### src/srrip_sb_pkg.sv
// Shared types and constants of the SRRIP replacement block with stream bypass.
// Used by the controller, the datapath and the top level; depends on nothing.
package srrip_sb_pkg;

  localparam int unsigned NUM_SETS    = 2048;
  localparam int unsigned NUM_WAYS    = 16;
  localparam int unsigned HISTORY_LEN = 4;
  localparam int unsigned ADDR_BITS   = 48;

  localparam int unsigned SET_W = $clog2(NUM_SETS);
  localparam int unsigned WAY_W = $clog2(NUM_WAYS);
  localparam int unsigned PTR_W = $clog2(HISTORY_LEN);
  localparam int unsigned CNT_W = $clog2(HISTORY_LEN + 1);
  localparam int unsigned THR_W = 3;
  localparam int unsigned OTH_W = 2;
  localparam int unsigned CFG_IDX_W = 2;

  localparam logic [CFG_IDX_W-1:0] CFG_STREAM_THR  = 2'd0;
  localparam logic [CFG_IDX_W-1:0] CFG_OUTCOME_THR = 2'd1;

  localparam logic [THR_W-1:0] STREAM_THR_RESET  = 3'd3;
  localparam logic [OTH_W-1:0] OUTCOME_THR_RESET = 2'd1;

  localparam logic [1:0] RR_DISTANT    = 2'd3;
  localparam logic [1:0] RR_NEAR       = 2'd0;
  localparam logic [1:0] OUTCOME_TOP   = 2'd3;
  localparam logic [1:0] OUTCOME_ZERO  = 2'd0;
  localparam logic [1:0] OUTCOME_RESET = 2'd1;

  typedef enum logic {
    OP_VICTIM = 1'b0,
    OP_UPDATE = 1'b1
  } op_e;

  typedef enum logic [1:0] {
    SIGN_ZERO = 2'd0,
    SIGN_POS  = 2'd1,
    SIGN_NEG  = 2'd2
  } sign_e;

  typedef enum logic [1:0] {
    ST_CLEAR,
    ST_IDLE,
    ST_EVAL,
    ST_WRITE
  } state_e;

  typedef logic [NUM_WAYS-1:0][1:0]    way_vec_t;
  typedef logic [HISTORY_LEN-1:0][1:0] ring_t;

  typedef struct packed {
    way_vec_t              rr;
    way_vec_t              outc;
    logic [ADDR_BITS-1:0]  prev;
    ring_t                 ring;
    logic [PTR_W-1:0]      ptr;
    logic                  flag;
  } row_t;

  localparam row_t ROW_RESET = '{
    rr:   {NUM_WAYS{RR_DISTANT}},
    outc: {NUM_WAYS{OUTCOME_RESET}},
    prev: '0,
    ring: {HISTORY_LEN{SIGN_ZERO}},
    ptr:  '0,
    flag: 1'b0
  };

  typedef struct packed {
    logic clear;
    logic accept;
    logic eval;
    logic commit;
  } cmd_t;

  typedef struct packed {
    logic clear_last;
  } status_t;

endpackage

### src/srrip_sb_ctrl.sv
// Sequencing state machine of the replacement block: clearing pass, accept,
// evaluate and write-back steps, and the output valid flag. Uses srrip_sb_pkg.
module srrip_sb_ctrl (
  input  logic                  clk_i,
  input  logic                  rst_ni,
  input  logic                  in_valid_i,
  output logic                  in_ready_o,
  output logic                  out_valid_o,
  input  logic                  out_ready_i,
  input  srrip_sb_pkg::status_t status_i,
  output srrip_sb_pkg::cmd_t    cmd_o
);

  srrip_sb_pkg::state_e state_q, state_d;
  logic                 out_valid_q, out_valid_d;

  always_ff @(posedge clk_i or negedge rst_ni) begin
    if (!rst_ni) begin
      state_q     <= srrip_sb_pkg::ST_CLEAR;
      out_valid_q <= 1'b0;
    end else begin
      state_q     <= state_d;
      out_valid_q <= out_valid_d;
    end
  end

  always_comb begin
    state_d    = state_q;
    cmd_o      = '0;
    in_ready_o = 1'b0;
    case (state_q)
      srrip_sb_pkg::ST_CLEAR: begin
        cmd_o.clear = 1'b1;
        if (status_i.clear_last) begin
          state_d = srrip_sb_pkg::ST_IDLE;
        end
      end
      srrip_sb_pkg::ST_IDLE: begin
        in_ready_o = 1'b1;
        if (in_valid_i) begin
          cmd_o.accept = 1'b1;
          state_d      = srrip_sb_pkg::ST_EVAL;
        end
      end
      srrip_sb_pkg::ST_EVAL: begin
        cmd_o.eval = 1'b1;
        state_d    = srrip_sb_pkg::ST_WRITE;
      end
      srrip_sb_pkg::ST_WRITE: begin
        if (!out_valid_q || out_ready_i) begin
          cmd_o.commit = 1'b1;
          state_d      = srrip_sb_pkg::ST_IDLE;
        end
      end
      default: begin
        state_d = srrip_sb_pkg::ST_CLEAR;
      end
    endcase

    if (cmd_o.commit) begin
      out_valid_d = 1'b1;
    end else if (out_ready_i) begin
      out_valid_d = 1'b0;
    end else begin
      out_valid_d = out_valid_q;
    end
  end

  assign out_valid_o = out_valid_q;

endmodule

### config.mk
export PLATFORM = sky130hd
export DESIGN_NAME = srrip_sb_ctrl
export DESIGN_NICKNAME = d
export VERILOG_FILES = /design/src/srrip_sb_pkg.sv /design/src/srrip_sb_ctrl.sv
export SDC_FILE = /design/constraint.sdc
export NUM_CORES = 1
export LEC_CHECK = 0
export BUFFER_PORTS_ARGS = -buffer_cell sky130_fd_sc_hd__buf_2
export CAP_MARGIN = 5
export CORE_AREA = 3 3 40 42
export CTS_BUF_LIST = sky130_fd_sc_hd__clkbuf_8
export DETAILED_ROUTE_END_ITERATION = 12
export DIE_AREA = 0 0 43 45
export SYNTH_ARGS = -nofsm -noshare
export SYNTH_HDL_FRONTEND = slang
export SYNTH_SLANG_ARGS = --single-unit
export TNS_END_PERCENT = 100
### constraint.sdc
create_clock -name clk_i -period 1.6 [get_ports clk_i]
set_input_delay 0.16 -clock clk_i [delete_from_list [all_inputs] [get_ports clk_i]]
set_output_delay 0.16 -clock clk_i [all_outputs]
set_load 0.02 [all_outputs]
== Word-level counts from Yosys, hierarchy flattened ==
Index checks and enable logic that the tools add are counted.

* Bits in registers: 3
* Output and inout bits: 6
* Bits of input ports: 5
* Logic and storage cells: 26

* Muxes and demuxes: 13
* Reductions and logical operators: 5
* Equal/unequal tests: 6

{| class="wikitable"
|+ Operators by type and width
! kind !! number
|-
| 1-bit two-way mux || 9
|-
| 2-bit one-hot mux with 4 select lines || 1
|-
| 2-bit two-way mux || 3
|-
| 2-bit inequality test, second input constant || 3
|-
| 2-bit equality test, second input constant || 2
|-
| 3-bit AND reduction || 1
|-
| 2-bit by 1-bit equality test with 1-bit output, second input constant || 1
|-
| 2-bit zero test || 1
|-
| 2-bit nonzero test || 1
|-
| 1-bit zero test || 1
|-
| 1-bit logical OR || 1
|}

== Longest topological paths before layout ==
* Depth after elaboration: 5
* Gate-level depth with buffers: 5

== Worst setup path after synthesis ==
Ideal clock, no wire load.

* Path kind: register to register
* Start point: register state_q[0]
* End point: register state_q[1]
* Stages on the path, launching flop included: 6
* Period minus slack after synthesis: 1,580 ps
* Data required time: 1,475 ps
* Arrival time: 1,455 ps
* Setup slack: 20 ps
* Path through: dfrtp_1 inv_1 ha_1 clkinv_1 o221ai_4 mux2_4

* Cells in the longest elaborated chain, start to end: 3
* Elaborated cells between the ends (all ways): 9
* Those cells by class: eq/ne: 6; mux: 1; reduce/logical: 2

{| class="wikitable"
|+ Ends and longest elaborated chain
! what !! line !! text
|-
| from (decl) || srrip_sb_ctrl.sv:14 || <nowiki>srrip_sb_pkg::state_e state_q, state_d;</nowiki>
|-
| from (signal assigned) || srrip_sb_ctrl.sv:19 || <nowiki>state_q <= srrip_sb_pkg::ST_CLEAR;</nowiki>
|-
| from (signal assigned) || srrip_sb_ctrl.sv:22 || <nowiki>state_q <= state_d;</nowiki>
|-
| 2-bit equality test, or another cell as far along || srrip_sb_ctrl.sv:31 || <nowiki>case (state_q)</nowiki>
|-
| 2-bit inequality test (no source line) || n/a ||
|-
| 3-bit AND reduction (no source line) || n/a ||
|}

Several ways; a longest one is shown, not always the timed one.
A chain may end at the register's enable or synchronous reset.

== Worst setup path after layout ==
Ends and elaborated chain as after synthesis.

==> impl_metrics.ini <==
[clock_tree]
cts_hold_buf = 1
path_clk_slew_ps = 30
tritoncts = done
clk_latency_ps = 210
clock_path_buffers = 2
cts_root_buf = clkbuf_8
clkSinkCount = 3
cts_buffers = 3
htree_levels = 1
post_cts_buffers = 0
cts_resized = 0

[sta]
hold_violations = 0
min_period_over_period_pct = 88.7
slew_headroom_pct = 86.6
tns_ps = 0
rsz0062_at_grt = false
slew_violations = 0
min_period_ps = 1420
tightest_slew_ps = 201
timing.hold.ws_ps = 250
fmax_ghz = 0.705
fin_skew_ps = 2.87
finalSetupViolCount = 0

[global_route]
met3_usage_pct = 5.98
grtUsageTotal_pct = 6.83
grtUsageMet1_pct = 7.73
grt_pass1_vias = 211
antenna_found_initial = 0
use_met2_pct = 7.78
grt_pass1_wl_um = 869
grt_max_degree = 4
top_usage_layer = met2
grt.overflow.total = 0

[routing]
avgViaCountPerCell = 3.63
drtIter0Drc = 1
detail_route.wl_per_cell_um = 8.81
via_count = 189
drc_errors = 0
drtAntennaViolNets = 0
drt_wl_total_um = 458
drtPass1Iterations = 2

[die]
die_w_um = 43
die_h_um = 45
die-area_um2 = 1940
io_pins = 11
floorplan.initialDensity_pct = 19.5
core_region_area_um2 = 1280
core.rowCount = 13

[pwr]
swShare_pct = 40.4
power.density_nw_per_um2 = 2210
clkPwrFrac_pct = 24.8
combPwrFrac_pct = 58.4
power_frac_seq_pct = 16.8
vdd_drop_max_mv = 0.646
p_sw_uw = 340
internal_power_uw = 502
leakagePower_uw = 0.000207

[critical_path]
cpMaxStageDelayCell = dfrtp_1
crit_fanout = 3
cp.arrival_ps = 1510
critPathLaunchType = flip-flop
worst_setup_path_end_kind = flip-flop
path_delay_family = flip-flops
max_stage_delay_ps = 370
crit_type = flip-flop to flip-flop
crit_chain = inv_1, ha_1, clkinv_1, o221ai_4, mux2_4
reg2reg_depth = 5
r2r-end = state_q[1]
required_ps = 1690
rrSetupSlack_ps = 180
r2r_start = state_q[0]
cp_num_buf_inv = 2

[synth]
synth_ff_type = dfrtp_1
synth_warnings = 0
syn_area_per_cell_um2 = 11.9
synth_edf_count = 0
syn_inst = 21
netlist_area_um2 = 250
ys_types = 12
ys_top_cells_by_count = 5 x ha_1, 3 x dfrtp_1, 2 x and2_1, 2 x clkinv_1, 2 x inv_1
syn-num-nets = 31
yosys.area.top_type = dfrtp_1
async_reset_ff_share_pct = 100
yosys.cell_count.top_type = ha_1
synth.area.top_cells = dfrtp_1 30%, ha_1 25%, o221ai_4 11%, mux2_4 6.0%, nand2b_4 5.5%
synth_top_cell_area_share_pct = 30.0
yosysSeqAreaShare_pct = 30.0
synth_seq_cells = 3

[placement]
gp_congestion = 0.638
port-buffer-count = 10
dpl.hpwl_um = 377

[layout]
nets = 48
syn_to_final_growth_pct = 52.5
fill_cells = 137
diodes = 0
layout-drive-gt1-share_pct = 51.4

[worst_hold_path]
hp-class = primary input to flip-flop
min_to = out_valid_o
min_path_cells = 3
min_from = out_ready_i

[status]
outcome = finished clean

[run]
cap_violations = 0
-- power by group through the flow --
stage / clock network [uW] / registers (uW) / logic, uW
2_1_floorplan: 0 / 169 / 347
3_3_place_gp: 0 / 140 / 496
3_5_place_dp: 0 / 144 / 490
4_1_cts: 217 / 142 / 498
5_1_grt: 228 / 144 / 548
6_report: 209 / 141 / 492
-- tightest hold or removal path: cells and delay by family --
| kind | cells | cell delay [ps] |
|---|---|---|
| AND/OR/NAND/NOR | 2 | 180 |
| buffers and inverters | 1 | 80 |
-- registers in the layout, indices dropped and copies added, names as in the netlist --
signal	cells
state_q	2
out_valid_o	1
-- per-stage QoR --
| step | instances | utilization (%) | total power [uW] | worst slack, ps | cell area (um2) |
|---|---|---|---|---|---|
| floorplan | 21 | - | 516 | 19.9 | 250 |
| global placement | 47 | 25.4 | 637 | 190 | 327 |
| detailed placement | 47 | 25.4 | 634 | 178 | 327 |
| CTS | 52 | 29.7 | 858 | 171 | 382 |
| global route | 52 | 29.7 | 920 | 49.4 | 382 |
| finish | 52 | 29.7 | 842 | 181 | 382 |
-- metal layers --
| metal | vias to the layer above | routed length (um) | part of all wire (%) |
|---|---|---|---|
| li1 | 95 | - | - |
| met1 | 79 | 228 | 50 |
| met2 | 13 | 147 | 32 |
| met3 | 2 | 72 | 16 |
| met4 | 0 | 9 | 2.0 |
| met5 | - | 0 | 0 |
-- placed cells by master (no fill, tap or decap) --
cell	count
dlygate4sd3_1	1
nand2b_2	1
buf_4	2
clkbuf_8	3
nand2b_4	1
inv_1	3
and2_1	2
mux2_4	1
clkinv_1	2
mux2i_1	1
o221ai_4	1
nand2_1	1
ha_1	5
dfrtp_1	3
buf_2	10
-- final cells by class --
type                    instances  area [um2]  share of cell area [%]
flip-flops and latches          3        75.1                    19.7
multi-input cells              13         153                    40.0
clock buffers                   3        41.3                    10.8
repair buffers                 13        75.1                    19.7
well taps                      15        18.8                    4.92
clock inverters                 1        3.75                   0.984
inverters                       4        15.0                    3.93
-- kinds of logic (layout without fill, tap and decap cells) --
group | count (synthesis) | after routing | synth area share (%)
adder cells (fa/ha/maj) | 5 | 5 | 25.0
flip-flops | 3 | 3 | 30.0
AO/OA/AOI/OAI | 1 | 1 | 10.5
multiplexers | 2 | 2 | 10.0
AND/OR/NAND/NOR | 5 | 5 | 15.5
buffers and inverters | 5 | 21 | 9.00
-- how the worst max path moves through the flow --
| stage | from | to | slack (ps) | cells after the start |
|---|---|---|---|---|
| finish | state_q[0] | state_q[1] | 180 | 5 |
| global route | state_q[0] | state_q[1] | 50 | 5 |
| CTS | state_q[0] | state_q[1] | 170 | 5 |
| detailed placement | state_q[0] | state_q[1] | 180 | 5 |
| global placement | state_q[0] | state_q[1] | 190 | 5 |
| floorplan | state_q[0] | state_q[1] | 20 | 5 |
(Power assumes the default switching activity.)
